**src/rtl/plu_pkg.sv**
```systemverilog
// shared types, constants and helpers for the polyline linear upsampler
`default_nettype none
package plu_pkg;

    localparam int COORD_W = 32;
    localparam int CNT_W   = 7;
    localparam int DIV_W   = COORD_W + 1;
    localparam int DIVS_W  = 7;

    localparam logic [CNT_W-1:0] MAX_POINTS = CNT_W'(64);

    localparam logic REG_VERTEX_COUNT = 1'b0;
    localparam logic REG_TARGET_COUNT = 1'b1;

    typedef struct packed {
        logic signed [COORD_W-1:0] coord_x;
        logic signed [COORD_W-1:0] coord_y;
    } t_in_item;

    typedef struct packed {
        logic signed [COORD_W-1:0] out_x;
        logic signed [COORD_W-1:0] out_y;
        logic                      inserted;
        logic                      last_of_run;
        logic                      bad_size;
    } t_out_item;

    typedef enum logic [3:0] {
        ST_IDLE,
        ST_CHECK,
        ST_TOT_WAIT,
        ST_SEG_START,
        ST_SEG_WAIT,
        ST_EMIT_ONE,
        ST_EMIT_HELD,
        ST_EMIT_INS,
        ST_EMIT_CUR
    } t_state;

    typedef enum logic [2:0] {
        EM_NONE,
        EM_BAD,
        EM_PASS,
        EM_HELD,
        EM_INS,
        EM_CUR
    } t_emit;

    typedef struct packed {
        logic  capture;
        logic  hold_first;
        logic  tot_start;
        logic  tot_load;
        logic  seg_start;
        logic  seg_load;
        logic  step;
        logic  commit;
        t_emit emit;
        logic  last_of_run;
    } t_dp_cmd;

    typedef struct packed {
        logic bad;
        logic pass;
        logic first;
        logic k_zero;
        logic j_at_k;
        logic last;
        logic tot_done;
        logic seg_done;
        logic slot_free;
    } t_dp_status;

    function automatic logic [CNT_W-1:0] sat_count(input logic [CNT_W-1:0] v);
        return (v > MAX_POINTS) ? MAX_POINTS : v;
    endfunction

endpackage
`default_nettype wire

```
**src/rtl/plu_div.sv**
```systemverilog
// iterative restoring divider, one quotient bit per cycle
`default_nettype none
module plu_div (
    input  wire logic                              i_clk,
    input  wire logic                              i_rst_n,
    input  wire logic                              i_start,
    input  wire logic [plu_pkg::DIV_W-1:0]         i_dividend,
    input  wire logic [plu_pkg::DIVS_W-1:0]        i_divisor,
    output logic                                   o_done,
    output logic      [plu_pkg::DIV_W-1:0]         o_quotient,
    output logic      [plu_pkg::DIVS_W-1:0]        o_remainder
);

    localparam int CW = $clog2(plu_pkg::DIV_W + 1);

    logic [plu_pkg::DIV_W-1:0]  r_quo;
    logic [plu_pkg::DIVS_W-1:0] r_rem;
    logic [plu_pkg::DIVS_W-1:0] r_dvs;
    logic [CW-1:0]              r_cnt;
    logic                       r_busy;
    logic                       r_done;

    logic [plu_pkg::DIVS_W:0]   w_trial;
    logic [plu_pkg::DIVS_W:0]   w_diff;
    logic                       w_ge;
    logic [plu_pkg::DIVS_W-1:0] n_rem;

    assign w_trial = {r_rem, r_quo[plu_pkg::DIV_W-1]};
    assign w_diff  = w_trial - {1'b0, r_dvs};
    assign w_ge    = (w_trial >= {1'b0, r_dvs});
    assign n_rem   = w_ge ? w_diff[plu_pkg::DIVS_W-1:0] : w_trial[plu_pkg::DIVS_W-1:0];

    always_ff @(posedge i_clk) begin
        if (!i_rst_n) begin
            r_busy <= 1'b0;
            r_done <= 1'b0;
            r_cnt  <= '0;
        end else begin
            r_done <= 1'b0;
            if (i_start) begin
                r_busy <= 1'b1;
                r_cnt  <= CW'(plu_pkg::DIV_W);
            end else if (r_busy) begin
                r_cnt <= r_cnt - CW'(1);
                if (r_cnt == CW'(1)) begin
                    r_busy <= 1'b0;
                    r_done <= 1'b1;
                end
            end
        end
    end

    always_ff @(posedge i_clk) begin
        if (i_start) begin
            r_quo <= i_dividend;
            r_rem <= '0;
            r_dvs <= i_divisor;
        end else if (r_busy) begin
            r_quo <= {r_quo[plu_pkg::DIV_W-2:0], w_ge};
            r_rem <= n_rem;
        end
    end

    assign o_done      = r_done;
    assign o_quotient  = r_quo;
    assign o_remainder = r_rem;

endmodule
`default_nettype wire

```
**src/rtl/plu_datapath.sv**
```systemverilog
// vertex state, division units, point stepping and result register
`default_nettype none
module plu_datapath (
    input  wire logic                            i_clk,
    input  wire logic                            i_rst_n,
    input  wire logic [plu_pkg::CNT_W-1:0]       i_vertex_count,
    input  wire logic [plu_pkg::CNT_W-1:0]       i_target_count,
    input  wire plu_pkg::t_in_item               i_in_data,
    input  wire logic                            i_out_ready,
    input  wire plu_pkg::t_dp_cmd                i_cmd,
    output plu_pkg::t_dp_status                  o_status,
    output logic                                 o_out_valid,
    output plu_pkg::t_out_item                   o_out_data
);

    localparam int CW = plu_pkg::CNT_W;
    localparam int DW = plu_pkg::DIV_W;
    localparam int SW = plu_pkg::DIVS_W;
    localparam int XW = plu_pkg::COORD_W;

    // vertex state
    logic [XW-1:0]       r_held_x;
    logic [XW-1:0]       r_held_y;
    logic [CW-1:0]       r_vi;
    logic [CW-1:0]       r_isf;

    // per request work
    plu_pkg::t_in_item   r_cur;
    logic [CW-1:0]       r_k;
    logic                r_last;
    logic                r_neg_x;
    logic                r_neg_y;
    logic [DW-1:0]       r_base_x;
    logic [DW-1:0]       r_base_y;
    logic [SW-1:0]       r_rm_x;
    logic [SW-1:0]       r_rm_y;
    logic [DW-1:0]       r_qx;
    logic [DW-1:0]       r_qy;
    logic [SW-1:0]       r_rx;
    logic [SW-1:0]       r_ry;
    logic [CW-1:0]       r_j;

    logic                r_out_valid;
    plu_pkg::t_out_item  r_out;

    logic [CW-1:0]       w_n;
    logic [CW-1:0]       w_s;
    logic [CW-1:0]       w_nm1;
    logic                w_last_now;
    logic [CW-1:0]       w_isel;
    logic [CW-1:0]       w_span;
    logic [2*CW-1:0]     w_prod;
    logic [CW-1:0]       w_total;
    logic [SW-1:0]       w_kp1;
    logic [DW-1:0]       w_dx;
    logic [DW-1:0]       w_dy;
    logic [DW-1:0]       w_absx;
    logic [DW-1:0]       w_absy;
    logic [SW:0]         w_rsum_x;
    logic [SW:0]         w_rsum_y;
    logic                w_wrap_x;
    logic                w_wrap_y;
    logic [SW-1:0]       n_rx;
    logic [SW-1:0]       n_ry;
    logic [DW-1:0]       n_qx;
    logic [DW-1:0]       n_qy;
    logic [DW-1:0]       w_ins_x;
    logic [DW-1:0]       w_ins_y;
    logic                w_slot_free;
    plu_pkg::t_out_item  n_out;

    logic                w_start_x;
    logic [DW-1:0]       w_dvd_x;
    logic [SW-1:0]       w_dvs_x;
    logic                w_done_x;
    logic [DW-1:0]       w_quo_x;
    logic [SW-1:0]       w_rem_x;
    logic                w_done_y;
    logic [DW-1:0]       w_quo_y;
    logic [SW-1:0]       w_rem_y;

    assign w_n        = plu_pkg::sat_count(i_vertex_count);
    assign w_s        = plu_pkg::sat_count(i_target_count);
    assign w_nm1      = w_n - CW'(1);
    assign w_last_now = (r_vi >= w_nm1);
    assign w_isel     = w_last_now ? w_nm1 : r_vi;
    assign w_span     = w_s - w_n;
    assign w_prod     = (2*CW)'(w_isel) * (2*CW)'(w_span);
    assign w_total    = w_quo_x[CW-1:0];
    assign w_kp1      = SW'(r_k) + SW'(1);

    assign w_dx   = {r_cur.coord_x[XW-1], r_cur.coord_x} - {r_held_x[XW-1], r_held_x};
    assign w_dy   = {r_cur.coord_y[XW-1], r_cur.coord_y} - {r_held_y[XW-1], r_held_y};
    assign w_absx = w_dx[DW-1] ? (DW'(0) - w_dx) : w_dx;
    assign w_absy = w_dy[DW-1] ? (DW'(0) - w_dy) : w_dy;

    assign w_start_x = i_cmd.tot_start | i_cmd.seg_start;
    assign w_dvd_x   = i_cmd.tot_start ? DW'(w_prod) : w_absx;
    assign w_dvs_x   = i_cmd.tot_start ? SW'(w_nm1) : w_kp1;

    plu_div u_div_x (
        .i_clk       (i_clk),
        .i_rst_n     (i_rst_n),
        .i_start     (w_start_x),
        .i_dividend  (w_dvd_x),
        .i_divisor   (w_dvs_x),
        .o_done      (w_done_x),
        .o_quotient  (w_quo_x),
        .o_remainder (w_rem_x)
    );

    plu_div u_div_y (
        .i_clk       (i_clk),
        .i_rst_n     (i_rst_n),
        .i_start     (i_cmd.seg_start),
        .i_dividend  (w_absy),
        .i_divisor   (w_kp1),
        .o_done      (w_done_y),
        .o_quotient  (w_quo_y),
        .o_remainder (w_rem_y)
    );

    // running quotient of |d|*j/(k+1)
    assign w_rsum_x = {1'b0, r_rx} + {1'b0, r_rm_x};
    assign w_rsum_y = {1'b0, r_ry} + {1'b0, r_rm_y};
    assign w_wrap_x = (w_rsum_x >= {1'b0, w_kp1});
    assign w_wrap_y = (w_rsum_y >= {1'b0, w_kp1});
    assign n_rx     = w_wrap_x ? SW'(w_rsum_x - {1'b0, w_kp1}) : w_rsum_x[SW-1:0];
    assign n_ry     = w_wrap_y ? SW'(w_rsum_y - {1'b0, w_kp1}) : w_rsum_y[SW-1:0];
    assign n_qx     = r_qx + r_base_x + DW'(w_wrap_x);
    assign n_qy     = r_qy + r_base_y + DW'(w_wrap_y);

    assign w_ins_x = {r_held_x[XW-1], r_held_x} + (r_neg_x ? (DW'(0) - r_qx) : r_qx);
    assign w_ins_y = {r_held_y[XW-1], r_held_y} + (r_neg_y ? (DW'(0) - r_qy) : r_qy);

    assign w_slot_free = !r_out_valid || i_out_ready;

    always_comb begin
        n_out             = '0;
        n_out.last_of_run = i_cmd.last_of_run;
        case (i_cmd.emit)
            plu_pkg::EM_BAD: begin
                n_out.bad_size = 1'b1;
            end
            plu_pkg::EM_PASS, plu_pkg::EM_CUR: begin
                n_out.out_x = r_cur.coord_x;
                n_out.out_y = r_cur.coord_y;
            end
            plu_pkg::EM_HELD: begin
                n_out.out_x = r_held_x;
                n_out.out_y = r_held_y;
            end
            plu_pkg::EM_INS: begin
                n_out.out_x    = w_ins_x[XW-1:0];
                n_out.out_y    = w_ins_y[XW-1:0];
                n_out.inserted = 1'b1;
            end
            default: begin
                n_out = '0;
            end
        endcase
    end

    // control state and vertex state
    always_ff @(posedge i_clk) begin
        if (!i_rst_n) begin
            r_out_valid <= 1'b0;
            r_held_x    <= '0;
            r_held_y    <= '0;
            r_vi        <= '0;
            r_isf       <= '0;
        end else begin
            if (i_cmd.emit != plu_pkg::EM_NONE) begin
                r_out_valid <= 1'b1;
            end else if (i_out_ready) begin
                r_out_valid <= 1'b0;
            end
            if (i_cmd.hold_first) begin
                r_held_x <= r_cur.coord_x;
                r_held_y <= r_cur.coord_y;
                r_vi     <= CW'(1);
                r_isf    <= '0;
            end else if (i_cmd.commit) begin
                if (r_last) begin
                    r_vi  <= '0;
                    r_isf <= '0;
                end else begin
                    r_held_x <= r_cur.coord_x;
                    r_held_y <= r_cur.coord_y;
                    r_vi     <= r_vi + CW'(1);
                    r_isf    <= r_isf + r_k;
                end
            end
        end
    end

    // payload registers
    always_ff @(posedge i_clk) begin
        if (i_cmd.emit != plu_pkg::EM_NONE) begin
            r_out <= n_out;
        end
        if (i_cmd.capture) begin
            r_cur <= i_in_data;
        end
        if (i_cmd.tot_load) begin
            r_k    <= (w_total > r_isf) ? (w_total - r_isf) : '0;
            r_last <= w_last_now;
        end
        if (i_cmd.seg_start) begin
            r_neg_x <= w_dx[DW-1];
            r_neg_y <= w_dy[DW-1];
        end
        if (i_cmd.seg_load) begin
            r_base_x <= w_quo_x;
            r_base_y <= w_quo_y;
            r_rm_x   <= w_rem_x;
            r_rm_y   <= w_rem_y;
            r_qx     <= '0;
            r_qy     <= '0;
            r_rx     <= '0;
            r_ry     <= '0;
            r_j      <= '0;
        end else if (i_cmd.step) begin
            r_qx <= n_qx;
            r_qy <= n_qy;
            r_rx <= n_rx;
            r_ry <= n_ry;
            r_j  <= r_j + CW'(1);
        end
    end

    always_comb begin
        o_status.bad       = (w_s < w_n);
        o_status.pass      = (w_n < CW'(2));
        o_status.first     = (r_vi == '0);
        o_status.k_zero    = (r_k == '0);
        o_status.j_at_k    = (r_j == r_k);
        o_status.last      = r_last;
        o_status.tot_done  = w_done_x;
        o_status.seg_done  = w_done_x & w_done_y;
        o_status.slot_free = w_slot_free;
    end

    assign o_out_valid = r_out_valid;
    assign o_out_data  = r_out;

endmodule
`default_nettype wire

```
**src/rtl/plu_ctrl.sv**
```systemverilog
// sequencing state machine for the upsampler
`default_nettype none
module plu_ctrl (
    input  wire logic                  i_clk,
    input  wire logic                  i_rst_n,
    input  wire logic                  i_in_valid,
    input  wire plu_pkg::t_dp_status   i_status,
    output logic                       o_in_ready,
    output plu_pkg::t_dp_cmd           o_cmd
);

    plu_pkg::t_state r_state;
    plu_pkg::t_state n_state;

    always_ff @(posedge i_clk) begin
        if (!i_rst_n) begin
            r_state <= plu_pkg::ST_IDLE;
        end else begin
            r_state <= n_state;
        end
    end

    // next state
    always_comb begin
        n_state = r_state;
        case (r_state)
            plu_pkg::ST_IDLE: begin
                if (i_in_valid) n_state = plu_pkg::ST_CHECK;
            end
            plu_pkg::ST_CHECK: begin
                if (i_status.bad || i_status.pass) n_state = plu_pkg::ST_EMIT_ONE;
                else if (i_status.first)           n_state = plu_pkg::ST_IDLE;
                else                               n_state = plu_pkg::ST_TOT_WAIT;
            end
            plu_pkg::ST_TOT_WAIT: begin
                if (i_status.tot_done) n_state = plu_pkg::ST_SEG_START;
            end
            plu_pkg::ST_SEG_START: begin
                if (i_status.k_zero) n_state = plu_pkg::ST_EMIT_HELD;
                else                 n_state = plu_pkg::ST_SEG_WAIT;
            end
            plu_pkg::ST_SEG_WAIT: begin
                if (i_status.seg_done) n_state = plu_pkg::ST_EMIT_HELD;
            end
            plu_pkg::ST_EMIT_ONE: begin
                if (i_status.slot_free) n_state = plu_pkg::ST_IDLE;
            end
            plu_pkg::ST_EMIT_HELD: begin
                if (i_status.slot_free) begin
                    if (!i_status.k_zero)    n_state = plu_pkg::ST_EMIT_INS;
                    else if (i_status.last)  n_state = plu_pkg::ST_EMIT_CUR;
                    else                     n_state = plu_pkg::ST_IDLE;
                end
            end
            plu_pkg::ST_EMIT_INS: begin
                if (i_status.slot_free && i_status.j_at_k) begin
                    if (i_status.last) n_state = plu_pkg::ST_EMIT_CUR;
                    else               n_state = plu_pkg::ST_IDLE;
                end
            end
            plu_pkg::ST_EMIT_CUR: begin
                if (i_status.slot_free) n_state = plu_pkg::ST_IDLE;
            end
            default: begin
                n_state = plu_pkg::ST_IDLE;
            end
        endcase
    end

    // commands
    always_comb begin
        o_cmd      = '0;
        o_cmd.emit = plu_pkg::EM_NONE;
        o_in_ready = 1'b0;
        case (r_state)
            plu_pkg::ST_IDLE: begin
                o_in_ready    = 1'b1;
                o_cmd.capture = i_in_valid;
            end
            plu_pkg::ST_CHECK: begin
                if (!i_status.bad && !i_status.pass) begin
                    o_cmd.hold_first = i_status.first;
                    o_cmd.tot_start  = !i_status.first;
                end
            end
            plu_pkg::ST_TOT_WAIT: begin
                o_cmd.tot_load = i_status.tot_done;
            end
            plu_pkg::ST_SEG_START: begin
                o_cmd.seg_start = !i_status.k_zero;
            end
            plu_pkg::ST_SEG_WAIT: begin
                o_cmd.seg_load = i_status.seg_done;
            end
            plu_pkg::ST_EMIT_ONE: begin
                if (i_status.slot_free) begin
                    o_cmd.emit        = i_status.bad ? plu_pkg::EM_BAD : plu_pkg::EM_PASS;
                    o_cmd.last_of_run = 1'b1;
                end
            end
            plu_pkg::ST_EMIT_HELD: begin
                if (i_status.slot_free) begin
                    o_cmd.emit        = plu_pkg::EM_HELD;
                    o_cmd.step        = 1'b1;
                    o_cmd.last_of_run = i_status.k_zero && !i_status.last;
                    o_cmd.commit      = i_status.k_zero && !i_status.last;
                end
            end
            plu_pkg::ST_EMIT_INS: begin
                if (i_status.slot_free) begin
                    o_cmd.emit        = plu_pkg::EM_INS;
                    o_cmd.step        = 1'b1;
                    o_cmd.last_of_run = i_status.j_at_k && !i_status.last;
                    o_cmd.commit      = i_status.j_at_k && !i_status.last;
                end
            end
            plu_pkg::ST_EMIT_CUR: begin
                if (i_status.slot_free) begin
                    o_cmd.emit        = plu_pkg::EM_CUR;
                    o_cmd.last_of_run = 1'b1;
                    o_cmd.commit      = 1'b1;
                end
            end
            default: begin
                o_in_ready = 1'b0;
            end
        endcase
    end

endmodule
`default_nettype wire

```
**src/rtl/polyline_linear_upsampler.sv**
```systemverilog
// top level: register port, controller and datapath of the polyline upsampler
// one request at a time; a first vertex, a pass-through or a size error uses no divider
// a segment vertex emits the held vertex and k inserted points, and the current vertex as well
// on the last vertex; the total and the step each wait on a divider
// results wait in an output register, so the next request is taken while one is pending
// synchronous active-low reset clears the count registers, the vertex state and the output valid
`default_nettype none
module polyline_linear_upsampler (
    input  wire logic                  i_clk,
    input  wire logic                  i_rst_n,
    input  wire logic                  i_in_valid,
    output logic                       o_in_ready,
    input  wire plu_pkg::t_in_item     i_in_data,
    output logic                       o_out_valid,
    input  wire logic                  i_out_ready,
    output plu_pkg::t_out_item         o_out_data,
    input  wire logic                  psel,
    input  wire logic                  penable,
    input  wire logic                  pwrite,
    input  wire logic [2:0]            paddr,
    input  wire logic [31:0]           pwdata,
    output logic      [31:0]           prdata,
    output logic                       pready
);

    logic [plu_pkg::CNT_W-1:0] r_vertex_count;
    logic [plu_pkg::CNT_W-1:0] r_target_count;
    logic                      w_wr;

    plu_pkg::t_dp_cmd          w_cmd;
    plu_pkg::t_dp_status       w_status;

    assign pready = 1'b1;
    assign w_wr   = psel && penable && pwrite;

    always_ff @(posedge i_clk) begin
        if (!i_rst_n) begin
            r_vertex_count <= '0;
            r_target_count <= '0;
        end else if (w_wr) begin
            case (paddr[2])
                plu_pkg::REG_VERTEX_COUNT: r_vertex_count <= pwdata[plu_pkg::CNT_W-1:0];
                plu_pkg::REG_TARGET_COUNT: r_target_count <= pwdata[plu_pkg::CNT_W-1:0];
                default: begin
                    r_vertex_count <= r_vertex_count;
                end
            endcase
        end
    end

    always_comb begin
        case (paddr[2])
            plu_pkg::REG_VERTEX_COUNT: prdata = 32'(r_vertex_count);
            plu_pkg::REG_TARGET_COUNT: prdata = 32'(r_target_count);
            default:                   prdata = '0;
        endcase
    end

    plu_ctrl u_ctrl (
        .i_clk      (i_clk),
        .i_rst_n    (i_rst_n),
        .i_in_valid (i_in_valid),
        .i_status   (w_status),
        .o_in_ready (o_in_ready),
        .o_cmd      (w_cmd)
    );

    plu_datapath u_datapath (
        .i_clk          (i_clk),
        .i_rst_n        (i_rst_n),
        .i_vertex_count (r_vertex_count),
        .i_target_count (r_target_count),
        .i_in_data      (i_in_data),
        .i_out_ready    (i_out_ready),
        .i_cmd          (w_cmd),
        .o_status       (w_status),
        .o_out_valid    (o_out_valid),
        .o_out_data     (o_out_data)
    );

endmodule
`default_nettype wire
```
**config.mk**
```make
export PLATFORM = sky130hd
export DESIGN_NAME = polyline_linear_upsampler
export DESIGN_NICKNAME = d
export VERILOG_FILES = /design/src/rtl/plu_pkg.sv /design/src/rtl/plu_div.sv /design/src/rtl/plu_datapath.sv /design/src/rtl/plu_ctrl.sv /design/src/rtl/polyline_linear_upsampler.sv
export SDC_FILE = /design/constraint.sdc
export NUM_CORES = 2
export LEC_CHECK = 0
export ABC_AREA = 1
export BUFFER_PORTS_ARGS = -buffer_cell sky130_fd_sc_hd__buf_2
export CORE_ASPECT_RATIO = 1.25
export CORE_MARGIN = 4
export CORE_UTILIZATION = 51
export CTS_CLUSTER_SIZE = 12
export DETAILED_ROUTE_END_ITERATION = 8
export MAX_ROUTING_LAYER = met4
export PLACE_DENSITY = 0.79
export SYNTH_ARGS = -nofsm -noshare
export SYNTH_HDL_FRONTEND = slang
export SYNTH_SLANG_ARGS = --single-unit
```
**constraint.sdc**
```tcl
create_clock -name i_clk -period 14.39 [get_ports i_clk]
set_clock_uncertainty 0.15 [all_clocks]
set_input_delay 2.1585 -clock i_clk [delete_from_list [all_inputs] [get_ports i_clk]]
set_output_delay 2.1585 -clock i_clk [all_outputs]
set_load 0.05 [all_outputs]
```
==> results.md <==
- Layout Area Growth over Synthesis: 8.469%
- Crit. End Element: flip-flop
- Final WL: 113.4 mm
- Switching Share: 51.52%
- Clock Pin Slew Worst Setup and Hold Paths: 0.06 ns
- Cell-internal power: 4569 uW
- Initial antenna violation count: 1
- Critical path buffer and inverter count: 5
- CTS tree: yes
- Sequential area share after synthesis: 34.16%
- Die H: 316.0 um
- Crit path max-delay family: adder cells
- Core Rows: 112
- Post-CTS sizing: 0
- Setup bufs post-CTS: 0
- Pre-Repair DR Iteration Count: 7
- Leak pwr: 0.01948 uW
- Slew @ Worst Pin: 1.110 ns
- Total Power: 9426 uW
- Later-pin clock latency in the skew report: 0.65 ns
- Boundary Pins: 208
- Crit Path Max Fanout: 9
- Hold Path Class: reg2reg
- Largest net degree at the start of global routing: 78
- Post-Syn Area: 0.03871 mm2
- Synth cell types: 64
- Cell Pwr Density: 224.5 mW/mm2
- Max-slew violations: 0
- Combinational Power Share: 60.4%
- Peak Freq: 0.1417 GHz
- Nets: 5815
- Post-detailed-route count of antenna-violating nets: 0
- FF+latch count, synth: 511
- Routed len/inst: 17.75 um
- Final hold viol count: 0
- Clock root buffer: clkbuf_16
- Vias per cell: 5.586
- Core Footprint: 0.07497 mm2
- Global-route wire length before repair: 176.9 mm
- Setup TNS: 0 ns
- Worst Path Class, Setup: reg2reg
- Initial Utilization: 51.63%
- Placed Cells: 6283
- Gr usage total: 28.36%
- Hold slack: 0.2978 ns
- Slowest CP cell: fa_1
- FFs w/ async S/R, synth: 0%
- DRC viols: 0
- Fillers: 6979
- Crit path largest cell delay: 0.54 ns
- Max-Cap Viols: 0
- CP Data Required Time: 14.62 ns
- RSZ-0062 raised after global routing: no
- Vias in the first global route: 34.18k
- Hold buffers post-CTS: 0
- CTS sink cnt: 511
- DIE AREA: 0.08039 mm2
- Flop pwr share: 24.7%
- Slew margin rel.: 25.53%
- Area occupied by multi-input gates: 0.02211 mm2
- Drt initial violations: 3013
- Register area: 0.01322 mm2
- H-tree level count: 2
- Die W: 254.4 um
- Maximum VDD drop: 0.0001316 V
- Gpl congestion: 1.010
- IO Port Bufs: 154
- Via count: 35.68k
- Max Buffers Root-to-Sink: 3
- Final Cycle Share: 49.06%
- Final setup fails: 0
- Cts bufs inserted: 55
- Congestion Overflow GR: 0
- CP Launch Type: flip-flop
- CP arrival: 7.29 ns
- Share of layout cells above drive strength 1: 8.029%
- Status: completed
- Post-layout minimum cycle time: 7.060 ns
- Clock group share of total power: 14.9%
- Post-synth EDFFs: 299
- Synth Area per Inst: 7.371 um2
- Yosys warns: 0
- Top_reg_cell synth: edfxtp_1
- Final Non-Filler Cells: 6388
- Estimated wirelength of the detail-placed design: 87.91 mm
- Finished Core Util: 56.00%
- Gate Count Post-Synth: 5251
- Switching power: 4857 uW
-- registers in the layout (all words and copies together) (netlist names), 32 cells and up --
register                       cells
u_datapath.o_out_data             67
u_datapath.r_cur                  64
u_datapath.u_div_x.o_quotient     33
u_datapath.u_div_y.o_quotient     33
u_datapath.r_base_x               32
u_datapath.r_base_y               32
u_datapath.r_held_x               32
u_datapath.r_held_y               32
u_datapath.r_qx                   32
u_datapath.r_qy                   32
-- layer usage --
metal | global-route usage (%) | up-vias | part of all wire, % | routed length, um
met5 | - | - | 0 | 0
met2 | 48.84 | 1145 | 49 | 55300
met1 | 31.00 | 16476 | 38 | 43360
li1 | - | 17691 | - | -
met4 | 18.08 | 0 | 7.6 | 8607
met3 | 3.505 | 372 | 5.4 | 6132
-- worst register-to-register path, delay by kind of cell, from the launching register on --
kind	cells	cell delay, ns
adder cells (fa/ha/maj)	7	3.01
AO/OA/AOI/OAI	12	1.71
buffers and inverters	5	0.31
XOR/XNOR	1	0.31
flip-flops	1	0.38
AND/OR/NAND/NOR	7	0.92
-- logic make-up (layout without fill, tap and decap cells) --
group / Yosys count / in the layout / synth area share [%]
AOI/OAI and AO/OA: 1023 / 1023 / 14.83
xor gates and xnor gates: 190 / 190 / 4.338
adders and majority gates: 338 / 338 / 11.72
buffers and inverters: 871 / 1014 / 9.051
DFF: 511 / 511 / 34.16
other: 2 / 27 / 0.01940
and+or+nand+nor: 2316 / 2316 / 25.87
-- cell type report --
cell class	count	share of cell area (%)
sequential	511	31.49
multi-input combinational	3893	52.66
timing repair buffer	176	2.229
antenna	1	0.005960
clock inverter	24	0.5484
tap	969	2.888
clock buffer	80	3.597
inverter	734	6.574
-- cell usage after synthesis, types with 14 or more instances --
master	number	area share [%]
a21o_1	25	0.48
a21oi_1	407	5.3
a31oi_1	31	0.50
buf_2	23	0.30
buf_4	28	0.54
clkbuf_1	66	0.64
dfxtp_1	212	11
edfxtp_1	299	23
fa_1	41	2.1
ha_1	297	9.6
inv_1	714	6.9
inv_2	17	0.16
nand2_1	1150	11
nand2_2	29	0.47
nand3_1	303	3.9
nand3b_1	23	0.45
nand4_1	57	0.92
nor2_1	541	5.2
nor2_2	17	0.27
nor3_1	67	0.87
nor4_1	14	0.23
o211ai_1	77	1.5
o21a_1	19	0.37
o21ai_0	334	4.3
o21ai_1	35	0.45
o21bai_1	22	0.43
or2_2	58	0.94
xnor2_1	44	1.0
xor2_1	144	3.3
-- metrics by stage --
stage / cell area, um2 / worst slack (ns)
floorplan: 38800 / 8.050
global placement: 40240 / 7.485
detailed placement: 40240 / 7.399
CTS: 41980 / 7.352
global route: 41980 / 6.799
finish: 41980 / 7.330
-- power groups by stage --
stage          Combinational [uW]  Sequential [uW]  Clock (uW)
2_1_floorplan                4050             2470           0
3_3_place_gp                 5490             2330           0
3_5_place_dp                 5590             2340           0
4_1_cts                      5620             2320        1430
5_1_grt                      6360             2360        1480
6_report                     5700             2330        1400
-- final timing paths --
check / startpoint / end / slack, ns / depth (start not counted)
max: r_vertex_count[6] / u_datapath.u_div_x.o_quotient[13] / 7.33 / 32
min: u_datapath.u_div_y.o_quotient[24] / u_datapath.r_base_y[24] / 0.30 / 0
max reg2reg: r_vertex_count[6] / u_datapath.u_div_x.o_quotient[13] / 7.33 / 32
min reg2reg: u_datapath.u_div_y.o_quotient[24] / u_datapath.r_base_y[24] / 0.30 / 0
-- placed cells by master, fill, tap and decap left out, drive strengths merged, types with 19 or more instances in the layout --
| cell | instances |
|---|---|
| nand2 | 1183 |
| inv | 733 |
| nor2 | 569 |
| a21oi | 413 |
| o21ai | 373 |
| nand3 | 313 |
| edfxtp | 299 |
| ha | 297 |
| dfxtp | 212 |
| buf | 176 |
| xor2 | 146 |
| clkbuf | 80 |
| o211ai | 77 |
| nor3 | 76 |
| or2 | 68 |
| nand4 | 60 |
| xnor2 | 44 |
| fa | 41 |
| a31oi | 31 |
| conb | 26 |
| a21o | 25 |
| nand3b | 23 |
| o21bai | 23 |
| clkinv | 22 |
| o21a | 19 |
Power figures use the tool's default switching activity.
